### src/crc16_frame_parser_top_assert.svh
// Assertion macros for the CRC-16 frame parser.
// Included by crc16_frame_parser_top; uses clk_i and rst_ni of the includer.
`ifndef CRC16_FRAME_PARSER_TOP_ASSERT_SVH
`define CRC16_FRAME_PARSER_TOP_ASSERT_SVH

`ifndef SYNTHESIS
`define CFP_ASSERT_NEVER(lbl, cond, msg) \
  lbl: assert property (@(posedge clk_i) disable iff (!rst_ni) !(cond)) else $error(msg);
`define CFP_ASSERT_IMPLY(lbl, pre, post, msg) \
  lbl: assert property (@(posedge clk_i) disable iff (!rst_ni) (pre) |-> (post)) else $error(msg);
`else
`define CFP_ASSERT_NEVER(lbl, cond, msg)
`define CFP_ASSERT_IMPLY(lbl, pre, post, msg)
`endif

`endif

### src/crc16fp_pkg.sv
// Shared types, constants and CRC step function of the CRC-16 frame parser.
// No dependencies.
package crc16fp_pkg;

  localparam int          MaxPayloadDef  = 32;
  localparam int          LenW           = 6;
  localparam int          PosW           = 5;
  localparam int          QDepth         = 2;
  localparam int          QPtrW          = $clog2(QDepth);
  localparam logic [7:0]  StartMarkerRst = 8'd126;
  localparam logic [15:0] CrcInit        = 16'hFFFF;
  localparam logic [15:0] CrcPoly        = 16'hA001;

  typedef enum logic [1:0] {
    KindHdr = 2'd0,
    KindPay = 2'd1,
    KindErr = 2'd2
  } kind_e;

  typedef struct packed {
    logic            err;
    logic [7:0]      node;
    logic [7:0]      ftype;
    logic [LenW-1:0] len;
    logic [15:0]     chk;
  } cmd_t;

  typedef struct packed {
    logic            en;
    logic [LenW-1:0] idx;
    logic [7:0]      data;
  } wr_t;

  typedef struct packed {
    kind_e           kind;
    logic [7:0]      node;
    logic [7:0]      ftype;
    logic [LenW-1:0] len;
    logic [15:0]     chk;
    logic [7:0]      value;
    logic [PosW-1:0] pos;
    logic            last;
  } res_t;

  function automatic logic [15:0] crc_step(input logic [15:0] c);
    crc_step = c[0] ? ((c >> 1) ^ CrcPoly) : (c >> 1);
  endfunction

endpackage

### src/crc16_frame_parser_top.sv
// Top level of the CRC-16/Modbus frame parser: config register, front end,
// command queue, back end. Depends on crc16fp_pkg and the crc16fp_* modules.
//
//   channel   dir  beat contents
//   s_axis    in   tdata = received byte
//   m_axis    out  tdata = node, type, length, check, value, position; tuser = kind
//   cfg       in   cfg_data_i = start marker byte
//
// Marker and hunting bytes take no extra time; after a node, type, length or payload
// byte, input waits until the one-bit-per-cycle CRC register has finished it.
// A good frame replays its payload from the payload RAM, one read per result.
// Payload bytes of a new frame stall while an earlier frame is still replayed.
// Reset is asynchronous, active low; no clearing pass.
`include "crc16_frame_parser_top_assert.svh"

module crc16_frame_parser_top import crc16fp_pkg::*; #(
  parameter int MaxPayload = MaxPayloadDef
) (
  input  logic        clk_i,
  input  logic        rst_ni,
  input  logic        cfg_valid_i,
  output logic        cfg_ready_o,
  input  logic [7:0]  cfg_data_i,    // start_marker
  input  logic        s_axis_tvalid,
  output logic        s_axis_tready,
  input  logic [7:0]  s_axis_tdata,  // rx_byte
  output logic        m_axis_tvalid,
  input  logic        m_axis_tready,
  // frame_node, frame_type, frame_length, received_check, payload_value,
  // payload_position, zero fill
  output logic [55:0] m_axis_tdata,
  output logic [1:0]  m_axis_tuser,  // result_kind
  output logic        m_axis_tlast
);

  logic [7:0] marker_q;
  logic       push;
  logic       pop;
  logic       q_full;
  logic       q_empty;
  logic       back_busy;
  cmd_t       cmd_in;
  cmd_t       cmd_out;
  wr_t        wr;
  res_t       res;

  assign cfg_ready_o = 1'b1;

  always_ff @(posedge clk_i or negedge rst_ni) begin
    if (!rst_ni) begin
      marker_q <= StartMarkerRst;
    end else if (cfg_valid_i) begin
      marker_q <= cfg_data_i;
    end
  end

  crc16fp_front #(
    .MaxPayload(MaxPayload)
  ) u_front (
    .clk_i         (clk_i),
    .rst_ni        (rst_ni),
    .start_marker_i(marker_q),
    .in_valid_i    (s_axis_tvalid),
    .in_ready_o    (s_axis_tready),
    .in_byte_i     (s_axis_tdata),
    .back_busy_i   (back_busy),
    .q_full_i      (q_full),
    .push_o        (push),
    .cmd_o         (cmd_in),
    .wr_o          (wr)
  );

  crc16fp_queue u_queue (
    .clk_i  (clk_i),
    .rst_ni (rst_ni),
    .push_i (push),
    .din_i  (cmd_in),
    .pop_i  (pop),
    .dout_o (cmd_out),
    .full_o (q_full),
    .empty_o(q_empty)
  );

  crc16fp_back #(
    .MaxPayload(MaxPayload)
  ) u_back (
    .clk_i      (clk_i),
    .rst_ni     (rst_ni),
    .wr_i       (wr),
    .q_empty_i  (q_empty),
    .cmd_i      (cmd_out),
    .pop_o      (pop),
    .busy_o     (back_busy),
    .out_valid_o(m_axis_tvalid),
    .out_ready_i(m_axis_tready),
    .out_o      (res)
  );

  assign m_axis_tdata = {5'd0, res.pos, res.value, res.chk, res.len, res.ftype, res.node};
  assign m_axis_tuser = res.kind;
  assign m_axis_tlast = res.last;

  `CFP_ASSERT_NEVER(a_no_wr_during_replay, wr.en && back_busy, "payload write during replay")
  `CFP_ASSERT_NEVER(a_no_push_full, push && q_full, "command push into full queue")
  `CFP_ASSERT_IMPLY(a_err_is_last, m_axis_tvalid && (m_axis_tuser == KindErr), m_axis_tlast, "error result not last")

endmodule

### src/crc16fp_front.sv
// Front end: frame parser with bit-serial CRC-16, writes payload bytes and
// pushes one command per completed frame. Depends on crc16fp_pkg.
module crc16fp_front import crc16fp_pkg::*; #(
  parameter int MaxPayload = MaxPayloadDef
) (
  input  logic       clk_i,
  input  logic       rst_ni,
  input  logic [7:0] start_marker_i,
  input  logic       in_valid_i,
  output logic       in_ready_o,
  input  logic [7:0] in_byte_i,
  input  logic       back_busy_i,
  input  logic       q_full_i,
  output logic       push_o,
  output cmd_t       cmd_o,
  output wr_t        wr_o
);

  localparam logic [2:0] PhHunt = 3'd0;
  localparam logic [2:0] PhNode = 3'd1;
  localparam logic [2:0] PhType = 3'd2;
  localparam logic [2:0] PhLen  = 3'd3;
  localparam logic [2:0] PhData = 3'd4;
  localparam logic [2:0] PhChkh = 3'd5;
  localparam logic [2:0] PhChkl = 3'd6;

  logic [2:0]      phase_q, phase_d;
  logic [7:0]      node_q, node_d;
  logic [7:0]      ftype_q, ftype_d;
  logic [LenW-1:0] len_q, len_d;
  logic [LenW-1:0] cnt_q, cnt_d;
  logic [7:0]      chkh_q, chkh_d;
  logic [15:0]     crc_q, crc_d;
  logic [2:0]      steps_q, steps_d;
  logic            accept;
  logic [LenW-1:0] cnt_inc;
  logic [15:0]     crc_in;

  assign in_ready_o = (steps_q == 3'd0)
                    && !((phase_q == PhData) && back_busy_i)
                    && !((phase_q == PhChkl) && q_full_i);
  assign accept  = in_valid_i && in_ready_o;
  assign cnt_inc = cnt_q + LenW'(1);
  assign crc_in  = crc_step(crc_q ^ {8'h00, in_byte_i});

  assign cmd_o.err   = ({chkh_q, in_byte_i} != crc_q);
  assign cmd_o.node  = node_q;
  assign cmd_o.ftype = ftype_q;
  assign cmd_o.len   = len_q;
  assign cmd_o.chk   = {chkh_q, in_byte_i};

  always_comb begin
    phase_d   = phase_q;
    node_d    = node_q;
    ftype_d   = ftype_q;
    len_d     = len_q;
    cnt_d     = cnt_q;
    chkh_d    = chkh_q;
    crc_d     = crc_q;
    steps_d   = steps_q;
    push_o    = 1'b0;
    wr_o.en   = 1'b0;
    wr_o.idx  = cnt_q;
    wr_o.data = in_byte_i;
    if (steps_q != 3'd0) begin
      crc_d   = crc_step(crc_q);
      steps_d = steps_q - 3'd1;
    end
    if (accept) begin
      unique case (phase_q)
        PhNode: begin
          node_d  = in_byte_i;
          crc_d   = crc_in;
          steps_d = 3'd7;
          phase_d = PhType;
        end
        PhType: begin
          ftype_d = in_byte_i;
          crc_d   = crc_in;
          steps_d = 3'd7;
          phase_d = PhLen;
        end
        PhLen: begin
          crc_d   = crc_in;
          steps_d = 3'd7;
          if (in_byte_i > 8'(MaxPayload)) begin
            phase_d = PhHunt;
          end else begin
            len_d   = in_byte_i[LenW-1:0];
            phase_d = (in_byte_i == 8'd0) ? PhChkh : PhData;
          end
        end
        PhData: begin
          wr_o.en = (cnt_q < LenW'(MaxPayload));
          cnt_d   = cnt_inc;
          crc_d   = crc_in;
          steps_d = 3'd7;
          if (cnt_inc >= len_q) begin
            phase_d = PhChkh;
          end
        end
        PhChkh: begin
          chkh_d  = in_byte_i;
          phase_d = PhChkl;
        end
        PhChkl: begin
          push_o  = 1'b1;
          phase_d = PhHunt;
        end
        default: begin
          phase_d = PhHunt;
          if (in_byte_i == start_marker_i) begin
            node_d  = 8'h00;
            ftype_d = 8'h00;
            len_d   = '0;
            cnt_d   = '0;
            chkh_d  = 8'h00;
            crc_d   = CrcInit;
            phase_d = PhNode;
          end
        end
      endcase
    end
  end

  always_ff @(posedge clk_i or negedge rst_ni) begin
    if (!rst_ni) begin
      phase_q <= PhHunt;
      node_q  <= 8'h00;
      ftype_q <= 8'h00;
      len_q   <= '0;
      cnt_q   <= '0;
      chkh_q  <= 8'h00;
      crc_q   <= CrcInit;
      steps_q <= 3'd0;
    end else begin
      phase_q <= phase_d;
      node_q  <= node_d;
      ftype_q <= ftype_d;
      len_q   <= len_d;
      cnt_q   <= cnt_d;
      chkh_q  <= chkh_d;
      crc_q   <= crc_d;
      steps_q <= steps_d;
    end
  end

endmodule

### src/crc16fp_queue.sv
// Short command FIFO between parser front end and result back end.
// Depends on crc16fp_pkg.
module crc16fp_queue import crc16fp_pkg::*; (
  input  logic clk_i,
  input  logic rst_ni,
  input  logic push_i,
  input  cmd_t din_i,
  input  logic pop_i,
  output cmd_t dout_o,
  output logic full_o,
  output logic empty_o
);

  cmd_t             entries_q [QDepth];
  logic [QPtrW-1:0] wptr_q, rptr_q;
  logic [QPtrW:0]   cnt_q;

  assign full_o  = (cnt_q == (QPtrW+1)'(QDepth));
  assign empty_o = (cnt_q == '0);
  assign dout_o  = entries_q[rptr_q];

  always_ff @(posedge clk_i) begin
    if (push_i) begin
      entries_q[wptr_q] <= din_i;
    end
  end

  always_ff @(posedge clk_i or negedge rst_ni) begin
    if (!rst_ni) begin
      wptr_q <= '0;
      rptr_q <= '0;
      cnt_q  <= '0;
    end else begin
      if (push_i) begin
        wptr_q <= wptr_q + QPtrW'(1);
      end
      if (pop_i) begin
        rptr_q <= rptr_q + QPtrW'(1);
      end
      if (push_i && !pop_i) begin
        cnt_q <= cnt_q + (QPtrW+1)'(1);
      end else if (pop_i && !push_i) begin
        cnt_q <= cnt_q - (QPtrW+1)'(1);
      end
    end
  end

endmodule

### src/crc16fp_back.sv
// Back end: payload memory and result sequencer with a registered output.
// Depends on crc16fp_pkg.
module crc16fp_back import crc16fp_pkg::*; #(
  parameter int MaxPayload = MaxPayloadDef
) (
  input  logic clk_i,
  input  logic rst_ni,
  input  wr_t  wr_i,
  input  logic q_empty_i,
  input  cmd_t cmd_i,
  output logic pop_o,
  output logic busy_o,
  output logic out_valid_o,
  input  logic out_ready_i,
  output res_t out_o
);

  localparam int AddrW = (MaxPayload > 1) ? $clog2(MaxPayload) : 1;

  localparam logic [1:0] BIdle = 2'd0;
  localparam logic [1:0] BHead = 2'd1;
  localparam logic [1:0] BRead = 2'd2;
  localparam logic [1:0] BEmit = 2'd3;

  logic [7:0]      mem_q [MaxPayload];
  logic [7:0]      rd_q;
  logic            rd_en;
  logic [1:0]      st_q, st_d;
  cmd_t            cmd_q, cmd_d;
  logic [LenW-1:0] idx_q, idx_d;
  logic [LenW-1:0] idx_inc;
  res_t            out_q, out_d;
  logic            out_valid_q, out_valid_d;
  logic            out_free;
  logic            head_last;
  logic            pay_last;

  assign out_free    = !out_valid_q || out_ready_i;
  assign idx_inc     = idx_q + LenW'(1);
  assign head_last   = cmd_q.err || (cmd_q.len == '0);
  assign pay_last    = (idx_inc == cmd_q.len);
  assign busy_o      = (st_q != BIdle) || !q_empty_i;
  assign out_valid_o = out_valid_q;
  assign out_o       = out_q;

  always_ff @(posedge clk_i) begin
    if (wr_i.en) begin
      mem_q[wr_i.idx[AddrW-1:0]] <= wr_i.data;
    end
    if (rd_en) begin
      rd_q <= mem_q[idx_q[AddrW-1:0]];
    end
  end

  always_comb begin
    st_d        = st_q;
    cmd_d       = cmd_q;
    idx_d       = idx_q;
    out_d       = out_q;
    out_valid_d = out_valid_q && !out_ready_i;
    pop_o       = 1'b0;
    rd_en       = 1'b0;
    unique case (st_q)
      BIdle: begin
        if (!q_empty_i) begin
          pop_o = 1'b1;
          cmd_d = cmd_i;
          idx_d = '0;
          st_d  = BHead;
        end
      end
      BHead: begin
        if (out_free) begin
          out_valid_d = 1'b1;
          out_d.kind  = cmd_q.err ? KindErr : KindHdr;
          out_d.node  = cmd_q.node;
          out_d.ftype = cmd_q.ftype;
          out_d.len   = cmd_q.len;
          out_d.chk   = cmd_q.chk;
          out_d.value = 8'h00;
          out_d.pos   = '0;
          out_d.last  = head_last;
          st_d        = head_last ? BIdle : BRead;
        end
      end
      BRead: begin
        rd_en = 1'b1;
        st_d  = BEmit;
      end
      BEmit: begin
        if (out_free) begin
          out_valid_d = 1'b1;
          out_d.kind  = KindPay;
          out_d.value = rd_q;
          out_d.pos   = idx_q[PosW-1:0];
          out_d.last  = pay_last;
          idx_d       = idx_inc;
          st_d        = pay_last ? BIdle : BRead;
        end
      end
      default: begin
        st_d = BIdle;
      end
    endcase
  end

  always_ff @(posedge clk_i or negedge rst_ni) begin
    if (!rst_ni) begin
      st_q        <= BIdle;
      out_valid_q <= 1'b0;
      idx_q       <= '0;
    end else begin
      st_q        <= st_d;
      out_valid_q <= out_valid_d;
      idx_q       <= idx_d;
    end
  end

  always_ff @(posedge clk_i) begin
    cmd_q <= cmd_d;
    out_q <= out_d;
  end

endmodule

### config.mk
export PLATFORM = sky130hd
export DESIGN_NAME = crc16_frame_parser_top
export DESIGN_NICKNAME = d
export VERILOG_FILES = /design/src/crc16fp_pkg.sv /design/src/crc16_frame_parser_top.sv /design/src/crc16fp_front.sv /design/src/crc16fp_queue.sv /design/src/crc16fp_back.sv
export VERILOG_INCLUDE_DIRS = /design/src /design/src/src
export SDC_FILE = /design/constraint.sdc
export NUM_CORES = 1
export LEC_CHECK = 0
export ABC_AREA = 1
export BUFFER_PORTS_ARGS = -buffer_cell sky130_fd_sc_hd__buf_2
export CORE_MARGIN = 2
export CORE_UTILIZATION = 45
export DETAILED_ROUTE_END_ITERATION = 16
export PLACE_DENSITY = 0.7
export SLEW_MARGIN = 15
export SYNTH_ARGS = -nofsm -noshare
export SYNTH_HDL_FRONTEND = slang
export SYNTH_SLANG_ARGS = --single-unit
### constraint.sdc
create_clock -name clk_i -period 3.8 [get_ports clk_i]
set_clock_uncertainty 0.05 [all_clocks]
set_input_delay 0.38 -clock clk_i [delete_from_list [all_inputs] [get_ports clk_i]]
set_output_delay 0.38 -clock clk_i [all_outputs]
set_load 0.05 [all_outputs]
# Yosys cells after proc, flatten, opt, wreduce, memory -nomap -nowiden
# Memories as Yosys holds them, arrays and structs flattened. A register that Yosys moved wholly into a read port is not among the register bits.
# Cells that the tools add are included.
# op_classes
add_sub_neg,7
magnitude_cmp,3
eq_ne,18
muxes,52
bitwise,9
n_reduce_logical,52
# op_table
operator,count
$mux W16,5
$mux W54,1
$pmux W8 S2,3
$pmux W6 S2,3
$pmux W16 S2,1
$pmux W14 S2,1
$reduce_or A5 Y1,5
$mux W6,4
$reduce_and A3 Y1,7
$mux W2,9
$pmux W3 S6,1
$reduce_bool A2 Y1,9
$ne A16 B16 Y1,1
$xor A16 B8 Y16,1
$mux W1,15
$mux W3,5
$mux W14,1
$add A6 B1 Y6 const B,2
$eq A3 B3 Y1 const B,3
$eq A8 B8 Y1,1
$gt A8 B6 Y1 const B,1
$logic_and A1 B1 Y1,8
$logic_not A8 Y1,1
$mux W8,1
other kinds (27),52
# totals
regBits,133
mem_bits_rw,334
inputBits,21
out_inout_bits,62
memories,2
# mem_list
name,words,word_bits,rd,rd_clocked_by_memory_dff,write_ports,line,text
u_back.mem_q,32,8,1,1,1,crc16fp_back.sv:25,logic [7:0] mem_q [MaxPayload];
u_queue.entries_q,2,39,1,1,1,crc16fp_queue.sv:14,cmd_t entries_q [QDepth];

# Longest topological paths before layout
# depth
word_depth,13
mapped_depth,13
mapped_depth_nobuf,12

# Cells and area by module
# From an unflattened synthesis, not the netlist that was laid out.
# hier_totals
hier_cells,1769
area_unflattened_um2,21368.0
# by_module_without_submodules
module,instances,cells_each,area_per_inst_um2,seq_area_each_um2
crc16fp_back,1,1072,14228.6,10945.5
crc16fp_front,1,509,3741.1,1471.4
crc16fp_queue,1,146,3032.9,2442.3
crc16_frame_parser_top,1,42,365.4,207.7

# Worst setup path after synthesis
# OpenSTA, ideal clock, no wires.
# synth_timing
path_kind,register to register
from,register u_back.out_valid_q (netlist: u_back.out_valid_o)
to,"register u_back.out_q, in the netlist u_back.out_o[14], enable pin"
setup_time_ns,0.433
arrival_time_ns,3.286
setup_slack_ns,0.030
stages_incl_launch_ff,6
n_path_buf,0
cell_sequence,dfrtp_1 > inv_1 > nor2_1 > nor2_1 > inv_1 > nor2_1
# synth_via
elab_chain_len,3
# synth_lines
item,line,text
from (decl),crc16fp_back.sv:33,"logic out_valid_q, out_valid_d;"
from (signal assigned),crc16fp_back.sv:114,out_valid_q <= out_valid_d;
$logic_not A1 Y1,crc16fp_back.sv:38,assign out_free = !out_valid_q || out_ready_i;
$logic_or A1 B1 Y1,crc16fp_back.sv:38,
$reduce_and A2 Y1 (no line),n/a,
to (signal assigned),crc16fp_back.sv:121,out_q <= out_d;
to (decl),crc16fp_back.sv:32,"res_t out_q, out_d;"
# Every way passes these cells.
# A chain may end at the register's enable or synchronous reset.

# Worst setup path after layout
# layout_timing
from,register u_back.st_q[1]
to,"memory u_back.mem_q[8][0], enable pin"
# layout_via
elab_chain_len,10
# layout_lines
item,line,text
from (decl),crc16fp_back.sv:28,"logic [1:0] st_q, st_d;"
from (signal assigned),crc16fp_back.sv:109,st_q <= BIdle;
from (signal assigned),crc16fp_back.sv:113,st_q <= st_d;
$reduce_bool A2 Y1,crc16fp_back.sv:42,assign busy_o = (st_q != BIdle) || !q_empty_i;
$logic_or A1 B1 Y1,crc16fp_back.sv:42,
$logic_and A1 B1 Y1,crc16fp_front.sv:40,&& !((phase_q == PhData) && back_busy_i)
$logic_not A1 Y1,crc16fp_front.sv:40,
$logic_and A1 B1 Y1,crc16fp_front.sv:40,
$logic_and A1 B1 Y1,crc16fp_front.sv:41,&& !((phase_q == PhChkl) && q_full_i);
$logic_and A1 B1 Y1,crc16fp_front.sv:42,assign accept = in_valid_i && in_ready_o;
$mux W1,crc16fp_front.sv:69,if (accept) begin
$mux W1,crc16fp_back.sv:47,if (wr_i.en) begin
$mux W1 (not written as such),crc16fp_back.sv:48,mem_q[wr_i.idx[AddrW-1:0]] <= wr_i.data;
to (decl),crc16fp_back.sv:25,
# Every way passes these cells.

==> results.cfg <==
[run_status]
status = finished clean

[logic_synthesis]
synth_top_area_cell = edfxtp_1
synth.distinct_cells = 46
seq_area_frac_synth_pct = 71.7
synth_commonest_cells = nand2_1, edfxtp_1, nor2_1
synth_cells = 1777
synth.area.top_cells = edfxtp_1, nand2_1, dfrtp_1
yosys_register_bits = 514
yosysMostFrequentCell = nand2_1
synth_edf_count = 435
syn_area_um2 = 21000
async_reset_ff_share_pct = 15.4
synth_top_area_share_pct = 62.2
synth_flop_cell = edfxtp_1
yosys_warnings = 0
avgSynthCellArea_um2 = 11.8

[sta]
max_slew.worst_pin.slew_ns = 1.05
timing.final.ws_setup_ns = 0.958
fin_crit_sh_pct = 74.8
rsz0062_at_grt = false
timing.fmax_mhz = 352
post-route-min-period_ns = 2.84
hold_viol = 0
slew_headroom_pct = 29.5
tns_ns = 0
maxSlewViolCount = 0
finalSetupViolCount = 0

[global_route]
antenna_found_initial = 0
grt-ovfl-total = 0
grt_first_pass_wirelength_um = 73200
grt_use_total_pct = 19.9
grt_pass1_vias = 12900
grt_max_degree = 81

[clock_tree]
cts_setup_buffers = 0
htree_num_levels = 2
ctsLongestPathBuffers = 3
worst_skew_pair.late_latency_ns = 0.57
ctsResizeCount = 0
cts.sinks = 514
hold_buffers = 8
clkSlewWorstSetupHoldPaths_ns = 0.06
cts_tree = done
cts_buffers = 50
cts_root_buffer = clkbuf_16

[worst_hold_path]
hp-class = in -> reg
hold_path_depth = 3
worstHoldStart = cfg_data_i[4]
hold-path-endpoint = marker_q[4]

[setup_path]
arrival_ns = 2.99
crit_type = reg -> reg
crit_fanout = 8
crit_path_end_kind = flop
critical_path_required_ns = 3.95
r2r-start = u_back.st_q[1]
r2r_cells = 7
worstReg2RegEnd = u_back.mem_q[8][0]
reg2reg_setup_slack_ns = 0.96
cp-start-kind = flop

[detailed_routing]
vias = 13300
viasPerCell = 5.31
first_pass_iters = 5
drtIter0Drc = 1266
route.detailed.drc = 0
detail_route.wl_per_cell_um = 18.9
routed_wl_um = 47500
drtAntennaViolNets = 0

[layout]
drive_above_1_share_pct = 13.5
diodes = 0
area_delta_synth_final_pct = 13.2
fill_cells = 3926
final_cell_count_no_fill = 2507
nets = 1897

[pwr]
cellPowerDensity_nw_per_um2 = 691
leakagePower_uw = 0.00915
peakVddDrop_v = 0.000477
p_total_uw = 16400

[floorplan]
die_area_um2 = 48400
pin_count = 83
die_w_um = 220
initial_core_util_pct = 45.3
num_rows = 79
die_y_um = 220
core-area_um2 = 46400

[job]
maxCapViolCount = 0

[place]
gp_congestion = 0.877
io_buffers = 76
dp_cells = 2408
place_hpwl_um = 30200
pre_cts_ws_ns = 1.00
[worst max-delay path, stage by stage (launching register included)]
cell     delay, ns
dfrtp_1       0.46
nor2_1        0.19
nand3_1       0.21
nand2_4       0.15
nand4_4       0.16
nor3_4        0.40
nand2_4       0.24
nor2_1        0.60
[worst max-delay path by stage]
| stage | from | to | slack (ns) | cells after the start |
|---|---|---|---|---|
| floorplan | u_back.out_valid_o | u_back.out_o[14] | 0.03 | 5 |
| global placement | u_back.st_q[1] | u_back.mem_q[14][0] | 1.10 | 7 |
| detailed placement | u_back.st_q[1] | u_back.mem_q[15][6] | 1.00 | 7 |
| CTS | u_back.st_q[1] | u_back.mem_q[8][3] | 0.98 | 7 |
| global route | u_back.idx_q[0] | u_back.rd_q[1] | 0.80 | 7 |
| finish | u_back.st_q[1] | u_back.mem_q[8][0] | 0.96 | 7 |
[power breakdown]
group | leakage (µW) | switching, µW | internal [µW]
clock | 0.000838 | 2030 | 3060
combinational | 0.00336 | 3030 | 1040
sequential | 0.00495 | 341 | 6930
total | 0.00915 | 5410 | 11000
[flip-flops by register name, summed over array words and instances (netlist names), 6 cells and up]
register           count
u_front.chkh_q         8
u_back.out_o          54
u_front.len_q          6
u_front.node_q         8
u_back.idx_q           6
u_back.mem_q         256
u_front.crc_q         16
u_queue.entries_q     78
marker_q               8
u_front.ftype_q        8
u_front.cnt_q          6
u_back.cmd_q          39
u_back.rd_q            8
[kinds of logic after synthesis]
| group | after synthesis | share of synthesized area [%] |
|---|---|---|
| xor+xnor | 19 | 0.792 |
| mux | 16 | 0.762 |
| other cells | 2 | 0.0358 |
| flops | 514 | 71.7 |
| compound gates | 205 | 5.59 |
| simple gates | 838 | 16.8 |
| fa+ha+maj | 15 | 0.893 |
| buf+inv | 168 | 3.39 |
[cell type report]
| type | instances | area [µm²] | share of cell area [%] |
|---|---|---|---|
| flip-flops and latches | 514 | 15100 | 63.4 |
| multi-input cells | 1099 | 5270 | 22.1 |
| clock buffers | 65 | 1360 | 5.71 |
| well taps | 607 | 759 | 3.19 |
| repair buffers | 107 | 648 | 2.72 |
| clock inverters | 26 | 349 | 1.47 |
| inverters | 89 | 337 | 1.41 |
[per-stage QoR]
stage               hold WS [ns]  utilization [%]  instance area (µm²)
finish                    0.0118             51.3                23800
global route              0.0213             51.3                23800
CTS                      0.00265             51.3                23800
detailed placement         0.355             47.5                22000
global placement           0.353             47.5                22000
floorplan                 0.0344                -                21000
[metal layers]
| metal | global-route usage [%] | routed length [µm] | up-vias |
|---|---|---|---|
| met5 | 0 | 0 | - |
| met4 | 5.95 | 1230 | 0 |
| met3 | 3.37 | 3840 | 85 |
| met2 | 32.3 | 22300 | 554 |
| met1 | 27.6 | 20100 | 6402 |
| li1 | - | - | 6272 |
[cells in the final DEF (no fill, tap or decap), types with 11 or more instances in the layout]
| master | count |
|---|---|
| o21ai_0 | 92 |
| o22ai_1 | 37 |
| nor2_1 | 151 |
| xor2_1 | 15 |
| ha_1 | 15 |
| inv_1 | 82 |
| edfxtp_1 | 435 |
| nor3_1 | 11 |
| or2_2 | 16 |
| nand2_1 | 525 |
| dfstp_2 | 22 |
| nand3_1 | 94 |
| buf_2 | 75 |
| a21oi_1 | 31 |
| buf_4 | 23 |
| clkbuf_16 | 50 |
| mux2i_1 | 16 |
| dfrtp_1 | 56 |
Note: power is estimated with default switching activity, not from simulation.
